## src/design/polargraph_cable_length_delta_assert.svh

```systemverilog
// Assertion macros shared by the cable-length delta RTL.
// Relies on the including module having clk and active-low rst_n in scope.
`ifndef POLARGRAPH_CABLE_LENGTH_DELTA_ASSERT_SVH
`define POLARGRAPH_CABLE_LENGTH_DELTA_ASSERT_SVH

// Same-cycle implication, checked outside reset
`define PGCL_ASSERT_IMPLY(label, ante, cons) \
    label: assert property (@(posedge clk) disable iff (!rst_n) (ante) |-> (cons)) \
        else $error("pgcl: same-cycle check failed");

// Next-cycle implication, checked outside reset
`define PGCL_ASSERT_NEXT(label, ante, cons) \
    label: assert property (@(posedge clk) disable iff (!rst_n) (ante) |=> (cons)) \
        else $error("pgcl: next-cycle check failed");

`endif

```

## src/design/pgcl_pkg.sv

```systemverilog
// Shared types and constants for the polargraph cable-length delta block.
// No dependencies; used by the cable-length delta top level.
package pgcl_pkg;

    localparam int COORD_FIELD_W = 14;
    localparam int ANCHOR_W      = 14;
    localparam int LEN_W         = 15;
    localparam int DELTA_W       = 16;
    localparam int PEN_W         = 8;
    localparam int CFG_INDEX_W   = 2;
    localparam int CFG_DATA_W    = 15;

    localparam logic [LEN_W-1:0]    LEN_MAX          = 15'd32767;
    localparam logic [ANCHOR_W-1:0] ANCHOR_RESET     = 14'd5684;
    localparam logic [LEN_W-1:0]    HOME_LEFT_RESET  = 15'd2697;
    localparam logic [LEN_W-1:0]    HOME_RIGHT_RESET = 15'd4448;

    // Configuration register indexes
    localparam logic [CFG_INDEX_W-1:0] CFG_RIGHT_ANCHOR_X    = 2'd0;
    localparam logic [CFG_INDEX_W-1:0] CFG_HOME_LEFT_LENGTH  = 2'd1;
    localparam logic [CFG_INDEX_W-1:0] CFG_HOME_RIGHT_LENGTH = 2'd2;

    typedef struct packed {
        logic [COORD_FIELD_W-1:0] target_x;
        logic [COORD_FIELD_W-1:0] target_y;
        logic [PEN_W-1:0]         pen_level;
    } target_item_t;

    typedef struct packed {
        logic signed [DELTA_W-1:0] left_delta;
        logic signed [DELTA_W-1:0] right_delta;
        logic [PEN_W-1:0]          pen_out;
    } delta_item_t;

    typedef enum logic [1:0] {
        ST_IDLE,
        ST_SQUARE,
        ST_ROOT,
        ST_HOLD
    } state_t;

endpackage

```

## src/design/pgcl_sqsum.sv

```systemverilog
// Bit-serial sum of squares a*a + b*b, one multiplier bit per cycle.
// Standalone; instantiated by the cable-length delta top level.
module pgcl_sqsum #(
    parameter int XW = 14
) (
    input  logic            clk,
    input  logic            rst_n,
    input  logic            start,
    input  logic [XW-1:0]   a,
    input  logic [XW-1:0]   b,
    output logic [2*XW:0]   sum,
    output logic            done
);

    localparam int SW = 2 * XW + 1;
    localparam int CW = $clog2(XW + 1);

    logic          busy_reg, busy_next;
    logic          done_reg, done_next;
    logic [CW-1:0] cnt_reg, cnt_next;
    logic [XW-1:0] a_sh_reg, a_sh_next;
    logic [XW-1:0] b_sh_reg, b_sh_next;
    logic [SW-1:0] a_mc_reg, a_mc_next;
    logic [SW-1:0] b_mc_reg, b_mc_next;
    logic [SW-1:0] acc_reg, acc_next;

    // Add the shifted multiplicands selected by the low multiplier bits
    always_comb
    begin
        busy_next = busy_reg;
        done_next = 1'b0;
        cnt_next  = cnt_reg;
        a_sh_next = a_sh_reg;
        b_sh_next = b_sh_reg;
        a_mc_next = a_mc_reg;
        b_mc_next = b_mc_reg;
        acc_next  = acc_reg;
        if (start)
        begin
            busy_next = 1'b1;
            cnt_next  = CW'(XW);
            a_sh_next = a;
            b_sh_next = b;
            a_mc_next = SW'(a);
            b_mc_next = SW'(b);
            acc_next  = '0;
        end
        else if (busy_reg)
        begin
            acc_next  = acc_reg + (a_sh_reg[0] ? a_mc_reg : '0)
                                + (b_sh_reg[0] ? b_mc_reg : '0);
            a_sh_next = a_sh_reg >> 1;
            b_sh_next = b_sh_reg >> 1;
            a_mc_next = a_mc_reg << 1;
            b_mc_next = b_mc_reg << 1;
            cnt_next  = cnt_reg - CW'(1);
            if (cnt_reg == CW'(1))
            begin
                busy_next = 1'b0;
                done_next = 1'b1;
            end
        end
    end

    // Hold control state
    always_ff @(posedge clk or negedge rst_n)
    begin
        if (!rst_n)
        begin
            busy_reg <= 1'b0;
            done_reg <= 1'b0;
            cnt_reg  <= '0;
        end
        else
        begin
            busy_reg <= busy_next;
            done_reg <= done_next;
            cnt_reg  <= cnt_next;
        end
    end

    // Advance the datapath shift registers
    always_ff @(posedge clk)
    begin
        a_sh_reg <= a_sh_next;
        b_sh_reg <= b_sh_next;
        a_mc_reg <= a_mc_next;
        b_mc_reg <= b_mc_next;
        acc_reg  <= acc_next;
    end

    assign sum  = acc_reg;
    assign done = done_reg;

endmodule

```

## src/design/pgcl_isqrt.sv

```systemverilog
// Digit-by-digit floor square root, one root bit per cycle.
// Standalone; instantiated by the cable-length delta top level.
module pgcl_isqrt #(
    parameter int N = 15
) (
    input  logic              clk,
    input  logic              rst_n,
    input  logic              start,
    input  logic [2*N-2:0]    radicand,
    output logic [N-1:0]      root,
    output logic              done
);

    localparam int RADW = 2 * N;
    localparam int CW   = $clog2(N + 1);

    logic            busy_reg, busy_next;
    logic            done_reg, done_next;
    logic [CW-1:0]   cnt_reg, cnt_next;
    logic [RADW-1:0] rad_reg, rad_next;
    logic [N:0]      rem_reg, rem_next;
    logic [N-1:0]    root_reg, root_next;
    logic [N+2:0]    rem_sh;
    logic [N+2:0]    trial;
    logic [N+2:0]    diff;

    // Bring down two radicand bits and try the next root bit
    always_comb
    begin
        rem_sh    = {rem_reg, rad_reg[RADW-1 -: 2]};
        trial     = {1'b0, root_reg, 2'b01};
        diff      = rem_sh - trial;
        busy_next = busy_reg;
        done_next = 1'b0;
        cnt_next  = cnt_reg;
        rad_next  = rad_reg;
        rem_next  = rem_reg;
        root_next = root_reg;
        if (start)
        begin
            busy_next = 1'b1;
            cnt_next  = CW'(N);
            rad_next  = RADW'(radicand);
            rem_next  = '0;
            root_next = '0;
        end
        else if (busy_reg)
        begin
            rad_next = rad_reg << 2;
            cnt_next = cnt_reg - CW'(1);
            if (rem_sh >= trial)
            begin
                rem_next  = diff[N:0];
                root_next = {root_reg[N-2:0], 1'b1};
            end
            else
            begin
                rem_next  = rem_sh[N:0];
                root_next = {root_reg[N-2:0], 1'b0};
            end
            if (cnt_reg == CW'(1))
            begin
                busy_next = 1'b0;
                done_next = 1'b1;
            end
        end
    end

    // Hold control state
    always_ff @(posedge clk or negedge rst_n)
    begin
        if (!rst_n)
        begin
            busy_reg <= 1'b0;
            done_reg <= 1'b0;
            cnt_reg  <= '0;
        end
        else
        begin
            busy_reg <= busy_next;
            done_reg <= done_next;
            cnt_reg  <= cnt_next;
        end
    end

    // Advance the radicand, remainder and root registers
    always_ff @(posedge clk)
    begin
        rad_reg  <= rad_next;
        rem_reg  <= rem_next;
        root_reg <= root_next;
    end

    assign root = root_reg;
    assign done = done_reg;

endmodule

```

## src/design/polargraph_cable_length_delta.sv

```systemverilog
// Polargraph cable-length delta: one request carries a target pen point and a pen level and
// yields one result with the signed change of the left and right cable lengths,
// floor(sqrt(x^2+y^2)) and floor(sqrt((anchor-x)^2+y^2)), against the stored lengths, which
// are then replaced. The block works on one request at a time, with W-bit operands, where W
// is the larger of COORD_BITS and 14. After acceptance the bit-serial square-and-add units
// run, the roots are started, the bit-serial square-root units run, the block leaves the
// root phase and the output register is loaded; there is one unit of each kind per cable,
// running side by side. A finished result sits in an output register, so the next request
// can be taken once the result has moved there; a stalled, full output register holds the
// finished result back until the register is free. Register writes are taken only while no
// request is in progress. Writing a home length also loads it into the matching stored length.
// Depends on pgcl_pkg, pgcl_sqsum, pgcl_isqrt and the assertion macro header.
`include "polargraph_cable_length_delta_assert.svh"

module polargraph_cable_length_delta #(
    parameter int COORD_BITS = 14
) (
    input  logic                                 clk,
    input  logic                                 rst_n,
    input  logic                                 target_valid,
    output logic                                 target_stall,
    input  pgcl_pkg::target_item_t               target,
    output logic                                 delta_valid,
    input  logic                                 delta_stall,
    output pgcl_pkg::delta_item_t                delta,
    input  logic                                 cfg_valid,
    output logic                                 cfg_ready,
    input  logic [pgcl_pkg::CFG_INDEX_W-1:0]     cfg_index,
    input  logic [pgcl_pkg::CFG_DATA_W-1:0]      cfg_data
);

    localparam int XW = (COORD_BITS > pgcl_pkg::COORD_FIELD_W) ?
                        COORD_BITS : pgcl_pkg::COORD_FIELD_W;
    localparam int SW = 2 * XW + 1;
    localparam int RW = XW + 1;
    localparam logic [XW-1:0] COORD_MASK = XW'((64'd1 << COORD_BITS) - 64'd1);

    pgcl_pkg::state_t state_reg, state_next;

    logic [pgcl_pkg::ANCHOR_W-1:0] anchor_reg;
    logic [pgcl_pkg::LEN_W-1:0]    left_len_reg;
    logic [pgcl_pkg::LEN_W-1:0]    right_len_reg;
    logic [pgcl_pkg::PEN_W-1:0]    pen_reg;
    logic                          out_valid_reg;
    pgcl_pkg::delta_item_t         out_reg, out_next;

    logic          accept;
    logic          cfg_write;
    logic          sq_start;
    logic          rt_start;
    logic          load_out;
    logic [XW-1:0] x_in;
    logic [XW-1:0] y_in;
    logic [XW-1:0] anchor_w;
    logic [XW-1:0] rdx;
    logic [SW-1:0] l_sum;
    logic [SW-1:0] r_sum;
    logic          l_sq_done;
    logic          r_sq_done;
    logic [RW-1:0] l_root;
    logic [RW-1:0] r_root;
    logic          l_rt_done;
    logic          r_rt_done;
    logic [pgcl_pkg::LEN_W-1:0] new_left;
    logic [pgcl_pkg::LEN_W-1:0] new_right;

    assign target_stall = (state_reg != pgcl_pkg::ST_IDLE);
    assign accept       = target_valid & ~target_stall;
    assign cfg_ready    = (state_reg == pgcl_pkg::ST_IDLE);
    assign cfg_write    = cfg_valid & cfg_ready;

    // Mask coordinates and form the horizontal distance to the right anchor
    always_comb
    begin
        x_in     = XW'(target.target_x) & COORD_MASK;
        y_in     = XW'(target.target_y) & COORD_MASK;
        anchor_w = XW'(anchor_reg);
        rdx      = (anchor_w >= x_in) ? (anchor_w - x_in) : (x_in - anchor_w);
    end

    pgcl_sqsum #(.XW(XW)) u_left_sq (
        .clk   (clk),
        .rst_n (rst_n),
        .start (sq_start),
        .a     (x_in),
        .b     (y_in),
        .sum   (l_sum),
        .done  (l_sq_done)
    );

    pgcl_sqsum #(.XW(XW)) u_right_sq (
        .clk   (clk),
        .rst_n (rst_n),
        .start (sq_start),
        .a     (rdx),
        .b     (y_in),
        .sum   (r_sum),
        .done  (r_sq_done)
    );

    pgcl_isqrt #(.N(RW)) u_left_rt (
        .clk      (clk),
        .rst_n    (rst_n),
        .start    (rt_start),
        .radicand (l_sum),
        .root     (l_root),
        .done     (l_rt_done)
    );

    pgcl_isqrt #(.N(RW)) u_right_rt (
        .clk      (clk),
        .rst_n    (rst_n),
        .start    (rt_start),
        .radicand (r_sum),
        .root     (r_root),
        .done     (r_rt_done)
    );

    // Saturate the roots and form the result
    always_comb
    begin
        new_left  = (l_root > RW'(pgcl_pkg::LEN_MAX)) ? pgcl_pkg::LEN_MAX
                                                      : l_root[pgcl_pkg::LEN_W-1:0];
        new_right = (r_root > RW'(pgcl_pkg::LEN_MAX)) ? pgcl_pkg::LEN_MAX
                                                      : r_root[pgcl_pkg::LEN_W-1:0];
        out_next.left_delta  = signed'({1'b0, new_left} - {1'b0, left_len_reg});
        out_next.right_delta = signed'({1'b0, new_right} - {1'b0, right_len_reg});
        out_next.pen_out     = pen_reg;
    end

    // Sequence the square and root phases, then hand off to the output register
    always_comb
    begin
        state_next = state_reg;
        sq_start   = 1'b0;
        rt_start   = 1'b0;
        load_out   = 1'b0;
        unique case (state_reg)
            pgcl_pkg::ST_IDLE:
            begin
                if (accept)
                begin
                    sq_start   = 1'b1;
                    state_next = pgcl_pkg::ST_SQUARE;
                end
            end
            pgcl_pkg::ST_SQUARE:
            begin
                if (l_sq_done & r_sq_done)
                begin
                    rt_start   = 1'b1;
                    state_next = pgcl_pkg::ST_ROOT;
                end
            end
            pgcl_pkg::ST_ROOT:
            begin
                if (l_rt_done & r_rt_done)
                begin
                    state_next = pgcl_pkg::ST_HOLD;
                end
            end
            pgcl_pkg::ST_HOLD:
            begin
                if (!out_valid_reg || !delta_stall)
                begin
                    load_out   = 1'b1;
                    state_next = pgcl_pkg::ST_IDLE;
                end
            end
            default:
            begin
                state_next = pgcl_pkg::ST_IDLE;
            end
        endcase
    end

    // Hold the state, configuration, stored lengths and output valid
    always_ff @(posedge clk or negedge rst_n)
    begin
        if (!rst_n)
        begin
            state_reg     <= pgcl_pkg::ST_IDLE;
            anchor_reg    <= pgcl_pkg::ANCHOR_RESET;
            left_len_reg  <= pgcl_pkg::HOME_LEFT_RESET;
            right_len_reg <= pgcl_pkg::HOME_RIGHT_RESET;
            out_valid_reg <= 1'b0;
        end
        else
        begin
            state_reg <= state_next;
            if (cfg_write)
            begin
                priority if (cfg_index == pgcl_pkg::CFG_RIGHT_ANCHOR_X)
                    anchor_reg <= cfg_data[pgcl_pkg::ANCHOR_W-1:0];
                else if (cfg_index == pgcl_pkg::CFG_HOME_LEFT_LENGTH)
                    left_len_reg <= cfg_data;
                else if (cfg_index == pgcl_pkg::CFG_HOME_RIGHT_LENGTH)
                    right_len_reg <= cfg_data;
                else
                    anchor_reg <= anchor_reg;
            end
            if (load_out)
            begin
                left_len_reg  <= new_left;
                right_len_reg <= new_right;
                out_valid_reg <= 1'b1;
            end
            else if (!delta_stall)
            begin
                out_valid_reg <= 1'b0;
            end
        end
    end

    // Capture the pen level and the result payload
    always_ff @(posedge clk)
    begin
        if (accept)
            pen_reg <= target.pen_level;
        if (load_out)
            out_reg <= out_next;
    end

    assign delta_valid = out_valid_reg;
    assign delta       = out_reg;

    // Both cable lanes run in lockstep
    `PGCL_ASSERT_IMPLY(a_lanes_lockstep, l_rt_done || r_rt_done, l_rt_done && r_rt_done)
    // Root results arrive only while the root phase is active
    `PGCL_ASSERT_IMPLY(a_root_in_phase, l_rt_done, state_reg == pgcl_pkg::ST_ROOT)
    // An accepted request starts the square phase
    `PGCL_ASSERT_NEXT(a_accept_starts, accept, state_reg == pgcl_pkg::ST_SQUARE)
    // A finished result waits while the output register is full and stalled
    `PGCL_ASSERT_NEXT(a_hold_waits,
        state_reg == pgcl_pkg::ST_HOLD && out_valid_reg && delta_stall,
        state_reg == pgcl_pkg::ST_HOLD)

endmodule
```

## config.mk

```make
export PLATFORM = sky130hd
export DESIGN_NAME = polargraph_cable_length_delta
export DESIGN_NICKNAME = d
export VERILOG_FILES = /design/src/design/pgcl_pkg.sv /design/src/design/pgcl_sqsum.sv /design/src/design/pgcl_isqrt.sv /design/src/design/polargraph_cable_length_delta.sv
export VERILOG_INCLUDE_DIRS = /design/src /design/src/design
export SDC_FILE = /design/constraint.sdc
export NUM_CORES = 1
export LEC_CHECK = 0
export BUFFER_PORTS_ARGS = -buffer_cell sky130_fd_sc_hd__buf_2
export CAP_MARGIN = 20
export CORE_MARGIN = 3
export CORE_UTILIZATION = 65
export DETAILED_ROUTE_END_ITERATION = 16
export GPL_TIMING_DRIVEN = 0
export PLACE_DENSITY = 0.88
export SKIP_LAST_GASP = 1
export SYNTH_ARGS = -nofsm -noshare
export SYNTH_HDL_FRONTEND = slang
export SYNTH_SLANG_ARGS = --single-unit
```

## constraint.sdc

```tcl
create_clock -name clk -period 10.3 [get_ports clk]
set_clock_uncertainty 0.1 [all_clocks]
set_input_delay 0.515 -clock clk [delete_from_list [all_inputs] [get_ports clk]]
set_output_delay 0.515 -clock clk [all_outputs]
set_load 0.1 [all_outputs]
```

==> results of run 1 <==
==> per-layer routing <==
layer | global-route usage [%] | part of all wire, %
met1 | 40.85 | 40
met5 | 0 | 0
met4 | 13.88 | 4.6
met2 | 51.76 | 46
met3 | 6.305 | 9.0
==> path summary, 6_finish.rpt <==
kind | depth (start not counted) | slack, ns | to
max in group asynchronous | 3 | 9.21 | left_len_reg[7]
worst min register to register | 0 | 0.31 | delta[1]
min in group asynchronous | 2 | 0.24 | u_left_sq.cnt_reg[2]
worst max-delay path | 16 | 5.12 | u_right_sq.sum[27]
worst max register to register | 16 | 5.12 | u_right_sq.sum[27]
worst min-delay path | 2 | 0.05 | delta_valid
==> cells by family after synthesis <==
kind of cell | count (synthesis)
AND/OR/NAND/NOR | 926
AO/OA/AOI/OAI | 554
flip-flops | 471
buffers and inverters | 447
adder cells (fa/ha/maj) | 219
multiplexers | 176
XOR/XNOR | 103
==> worst max-delay path: stages (launching register included) <==
cell	delay [ns]
edfxtp_1	0.43
clkbuf_1	0.42
clkbuf_1	0.48
nand2_1	0.17
fa_1	0.54
inv_1	0.04
ha_1	0.24
fa_1	0.41
a21o_1	0.17
a21oi_1	0.24
o21bai_1	0.18
a211oi_1	0.30
o21bai_1	0.16
o22ai_1	0.57
o21ai_0	0.28
xnor2_1	0.20
o22ai_1	0.08
==> area by class of cell <==
type	count	area, um2	share of cell area [%]
multi-input combinational	1978	13160	44.05
sequential	471	11990	40.11
clock buffer	72	1455	4.870
inverter	297	1115	3.731
timing repair buffer	114	715.7	2.395
tap	525	656.9	2.199
buffer	150	578.1	1.935
clock inverter	20	207.7	0.6952
antenna	1	2.502	0.008376
==> metrics by stage <==
step                util [%]  instance area, um2  setup slack [ns]  std cells
CTS                    74.17               29870             5.242       3627
finish                 74.17               29880             5.124       3628
floorplan                  -               26830             6.030       2896
global route           74.17               29870             4.806       3627
detailed placement     69.82               28120             5.259       3526
global placement       69.49               27990             5.257       3521
==> layout by cell type (no fill, tap or decap), types with 11 or more instances in the layout <==
cell | netlist | final
nand2_1 | 502 | 502
or3_1 | 12 | 12
o21ai_0 | 187 | 187
dfxtp_1 | 182 | 182
a31oi_1 | 14 | 14
mux2i_1 | 173 | 173
inv_1 | 296 | 295
o22ai_1 | 17 | 17
clkbuf_16 | 0 | 51
xnor2_1 | 75 | 75
clkbuf_1 | 126 | 135
a21oi_1 | 132 | 132
nand2b_1 | 13 | 13
a211oi_1 | 22 | 22
nor2b_1 | 24 | 24
nand4_1 | 14 | 14
dfstp_2 | 15 | 15
and2_1 | 20 | 20
xor2_1 | 28 | 28
and3_1 | 19 | 19
buf_2 | 5 | 104
a21o_1 | 67 | 67
edfxtp_1 | 218 | 218
nand3_1 | 20 | 20
o21bai_1 | 11 | 11
o21a_1 | 19 | 19
nor3_1 | 30 | 30
fa_1 | 62 | 62
buf_1 | 18 | 18
ha_1 | 157 | 157
dfrtp_1 | 56 | 56
nor2_1 | 252 | 252
==> impl_metrics.yaml, run 1 <==
status:
  status: "completed"
drt:
  wl_mm: 70.08
  drt_iter0_markers: 2385
  wl_per_cell_um: 19.32
  first_pass_iters: 7
  num_vias: 21790
  postRouteAntennaNets: 0
  drcViolationCount: 0
  viasPerCell: 6.006
synthesis:
  yosys-top-cells-count: "502 x nand2_1, 296 x inv_1, 252 x nor2_1"
  ys_top_cells_by_area: "edfxtp_1 24%, dfxtp_1 14%, ha_1 7.3%"
  synthMuxAreaShare_pct: 6.579
  synth_ff_type: "edfxtp_1"
  seq_area_frac_synth_pct: 44.66
  synth_area_um2: 26830
  synth_most_common_cell: "nand2_1"
  synth_compound_area_share_pct: 12.74
  async_reset_ff_share_pct: 15.07
  synth-simple-area-share_pct: 14.42
  synthDistinctLibCells: 72
  yosysTopAreaCell: "edfxtp_1"
  synth-edff-count: 218
  synth-xor-area-share_pct: 3.362
  ys_ff_latch: 471
  synth_fa_ha_area_share_pct: 11.95
  synth_top_family_by_area: "simple AND/OR/NAND/NOR gates"
  synth_fp_nets: 3173
  synth_cells: 2896
  synth_top_area_share_pct: 24.40
  postSynthAreaPerCell_um2: 9.266
  yosysWarnings: 0
clock_tree:
  cts_root_buffer: "clkbuf_16"
  cts_buffer_depth: 3
  post-cts-setup-buffer-count: 0
  clkLatencyLatePin_ns: 0.62
  clkTransAtPathRegs_ns: 0.06
  cts-resized-gates: 0
  cts_max_level: 2
  cts_tree: "built"
  numCtsBuffers: 49
  clock_sinks: 471
  hold_buffers: 9
place:
  gp_congestion: 0.9587
  io_buffers: 100
  hpwl_mm: 51.39
finish:
  synthToLayoutAreaGrowth_pct: 11.34
  fillCellCount: 2661
  fin_nets: 3338
  largest_reg_flops: 40
  drive_gt1_share_pct: 7.253
critical_path:
  critPathRequiredTime_ns: 10.65
  critical_path_class: "register to register"
  r2r-start: "u_right_sq.b_sh_reg[0]"
  cp.arrival_ns: 5.53
  cp_max_fo: 10
  startpoint: "u_right_sq.b_sh_reg[0]"
  startpoint_type: "register"
  setup.worst_path.end_class: "register"
global_routing:
  grt_max_degree: 66
  grt_pass1_vias: 21950
  grt-ovfl-total: 0
  grt_pass1_wl_mm: 112.1
  antenna_found_initial: 0
  track_usage_pct: 31.56
die:
  die-height_um: 209.2
  die_w_um: 209.2
  fp-row-count: 73
  start_util_pct: 66.62
  core_um2: 40280
  fp.dieArea_um2: 43760
  io_pins: 101
sta:
  holdWs_ns: 0.05329
  rsz0062_at_grt: "false"
  final.setup.tns_ns: 0
  final-hold-violation-count: 0
  fmax_ghz: 0.1932
  max_slew_margin_pct: 30.03
  worstMarginPinSlew_ns: 1.042
  fin_crit_ns: 5.176
  setup_viol: 0
  maxSlewViolCount: 0
  timing.final.crit_share_pct: 50.25
hold_path:
  holdCritStartpoint: "delta_stall"
  hold_class: "input port to register"
job:
  cap_violations: 0
Power of run 1 is left out: the tool's default activity adds up to more than one toggle a clock period on the data nets, which glitch-free logic cannot reach.
==> run 2, diff against run 1 <==
--- a/config.mk
+++ b/config.mk
@@ -9,10 +9,10 @@
 export BUFFER_PORTS_ARGS = -buffer_cell sky130_fd_sc_hd__buf_2
 export CAP_MARGIN = 20
 export CORE_MARGIN = 3
-export CORE_UTILIZATION = 65
+export CORE_UTILIZATION = 57
 export DETAILED_ROUTE_END_ITERATION = 16
 export GPL_TIMING_DRIVEN = 0
-export PLACE_DENSITY = 0.88
+export PLACE_DENSITY = 0.82
 export SKIP_LAST_GASP = 1
 export SYNTH_ARGS = -nofsm -noshare
 export SYNTH_HDL_FRONTEND = slang
==> constraint.sdc (replaced) <==
create_clock -name clk -period 4.2 [get_ports clk]
set_clock_uncertainty 0.1 [all_clocks]
set_input_delay 0.21 -clock clk [delete_from_list [all_inputs] [get_ports clk]]
set_output_delay 0.21 -clock clk [all_outputs]
set_load 0.1 [all_outputs]
==> run 2 against run 1 <==
  * Via count down 0.86%
  * Non-clock buffer count up 52
  * Worst setup slack worse by 5.0 ns
  * Hold slack worse by 0.0061 ns
  * Fmax up 26%
  * First-iteration DRC count down 6.9%
  * Largest cell class unchanged
  * Flip-flop and latch count unchanged
  * Sequential share of layout area down 0.85 points
  * Wire length down 1.7%
  * Die area up 14%
  * Final cell count up 3.5%
==> impl_metrics.yaml, run 2 (synthesis results as in run 1) <==
finish:
  largest_reg_flops: 40
  synthToLayoutAreaGrowth_pct: 13.75
  antenna_cells: 0
  final_cell_area_um2: 30530
  layout_commonest_cell: "nand2_1"
  drive_gt1_share_pct: 7.953
  fillCellCount: 3532
  final_cell_mix: "502 x nand2_1, 295 x inv_1, 252 x nor2_1, 218 x edfxtp_1, 186 x o21ai_0"
  fin_nets: 3392
sta:
  fmax_ghz: 0.2437
  fin_crit_ns: 4.104
  final-hold-violation-count: 0
  setup_viol: 0
  final.setup.tns_ns: 0
  max_slew_margin_pct: 31.79
  timing.final.crit_share_pct: 97.70
  rsz0062_at_grt: "true"
  maxSlewViolCount: 0
  worstMarginPinSlew_ns: 1.023
  setup_ws_ns: 0.09641
critical_path:
  reg2reg_depth: 14
  cpMaxStageDelayCell: "fa_1"
  critPathCapture: "u_right_sq.sum[28]"
  cp.arrival_ns: 4.43
  r2r-start: "u_right_sq.b_sh_reg[0]"
  cpPeakStageDelay_ns: 0.52
  path_cells: "buf_4 > nand2_1 > fa_1 > inv_1 > ha_1 > a211oi_2 > o21bai_1 > a311o_1 > a31o_2 > a221o_2 > a41oi_4 > or4_1 > a31o_1 > a21oi_2"
  reg2reg_to: "u_right_sq.sum[28]"
  setup.worst_path.end_class: "register"
  critical_path_class: "register to register"
  r2r_setup_slack_ns: 0.1
  startpoint: "u_right_sq.b_sh_reg[0]"
  critPathRequiredTime_ns: 4.53
  startpoint_type: "register"
  cp_max_fo: 10
clock_tree:
  clkLatencyLatePin_ns: 0.61
  cts_max_level: 2
  numCtsBuffers: 51
  cts_buffer_depth: 3
  cts_root_buffer: "clkbuf_16"
  clkTransAtPathRegs_ns: 0.06
  clock_sinks: 471
  cts_tree: "built"
die:
  start_util_pct: 58.38
  die_w_um: 223.0
  core_um2: 45970
  io_pins: 101
  die-height_um: 223.0
  fp-row-count: 78
  fp.dieArea_um2: 49720
place:
  io_buffers: 100
  post-place-ws_ns: -0.6578
  hpwl_mm: 50.49
  dpl_cell_area_um2: 28220
  gp_congestion: 0.9274
status:
  status: "completed"
drt:
  first_pass_iters: 5
  drcViolationCount: 0
  wl_mm: 68.85
  wl_per_cell_um: 18.33
  postRouteAntennaNets: 0
  num_vias: 21600
  drt_iter0_markers: 2220
  viasPerCell: 5.751
global_routing:
  grt_max_degree: 66
  grt_pass1_vias: 21320
  antenna_found_initial: 0
  grt_pass1_wl_mm: 110.1
  track_usage_pct: 27.30
  grt-ovfl-total: 0
job:
  cap_violations: 0
hold_path:
  hold_class: "input port to asynchronous set/reset pin"
## run 2: what timing repair did
action,in CTS,in global routing
hold buffers,58,0
buffers inserted,5,3
endpoints found under the setup margin,28,18
cloned,0,0
resized for setup,8,20
pin swaps,0,3
endpoints found under the hold margin,207,0
## run 2: worst min-delay path by stage
stage	slack, ns	endpoint	from
2_1_floorplan	-0.19	anchor_reg[0]	rst_n
3_3_place_gp	0.29	pen_reg[4]	target[4]
3_5_place_dp	-0.03	anchor_reg[11]	rst_n
4_1_cts	0.005	anchor_reg[1]	cfg_index[0]
5_1_grt	0.05	anchor_reg[12]	rst_n
6_report	0.05	anchor_reg[12]	rst_n
## run 2: critical path: cells and delay by family, from the launching register on
kind	cells	cell delay [ns]
compound gates	8	1.96
fa+ha+maj	2	0.86
buf+inv	2	0.28
flops	1	0.43
simple gates	2	0.30
## run 2: per-stage QoR
step           hold WS, ns  std cells  util, %
5_1_grt            0.05460       3756    66.41
3_5_place_dp      -0.02867       3601    61.38
6_report           0.04715       3756    66.41
2_1_floorplan      -0.1856       2896        -
3_3_place_gp        0.2882       3596    61.10
4_1_cts           0.005122       3754    66.24
## run 2: final cells by class
| class | instances | area, um2 | area share [%] |
|---|---|---|---|
| flip-flops and latches | 471 | 11990 | 39.26 |
| repair buffers | 171 | 1266 | 4.148 |
| plain buffers | 145 | 575.6 | 1.885 |
| clock buffers | 72 | 1468 | 4.808 |
| multi-input cells | 1978 | 13220 | 43.30 |
| well taps | 600 | 750.7 | 2.459 |
| clock inverters | 22 | 148.9 | 0.4878 |
| inverters | 297 | 1115 | 3.652 |
## run 2: routing by layer
layer	vias to the layer above	track usage [%]	routed length (um)
li1	10200	-	-
met1	10390	38.83	30250
met2	878	43.69	31230
met3	140	3.934	5515
met4	0	8.060	1861
met5	-	0	0
Power of run 2 is left out for the same reason.
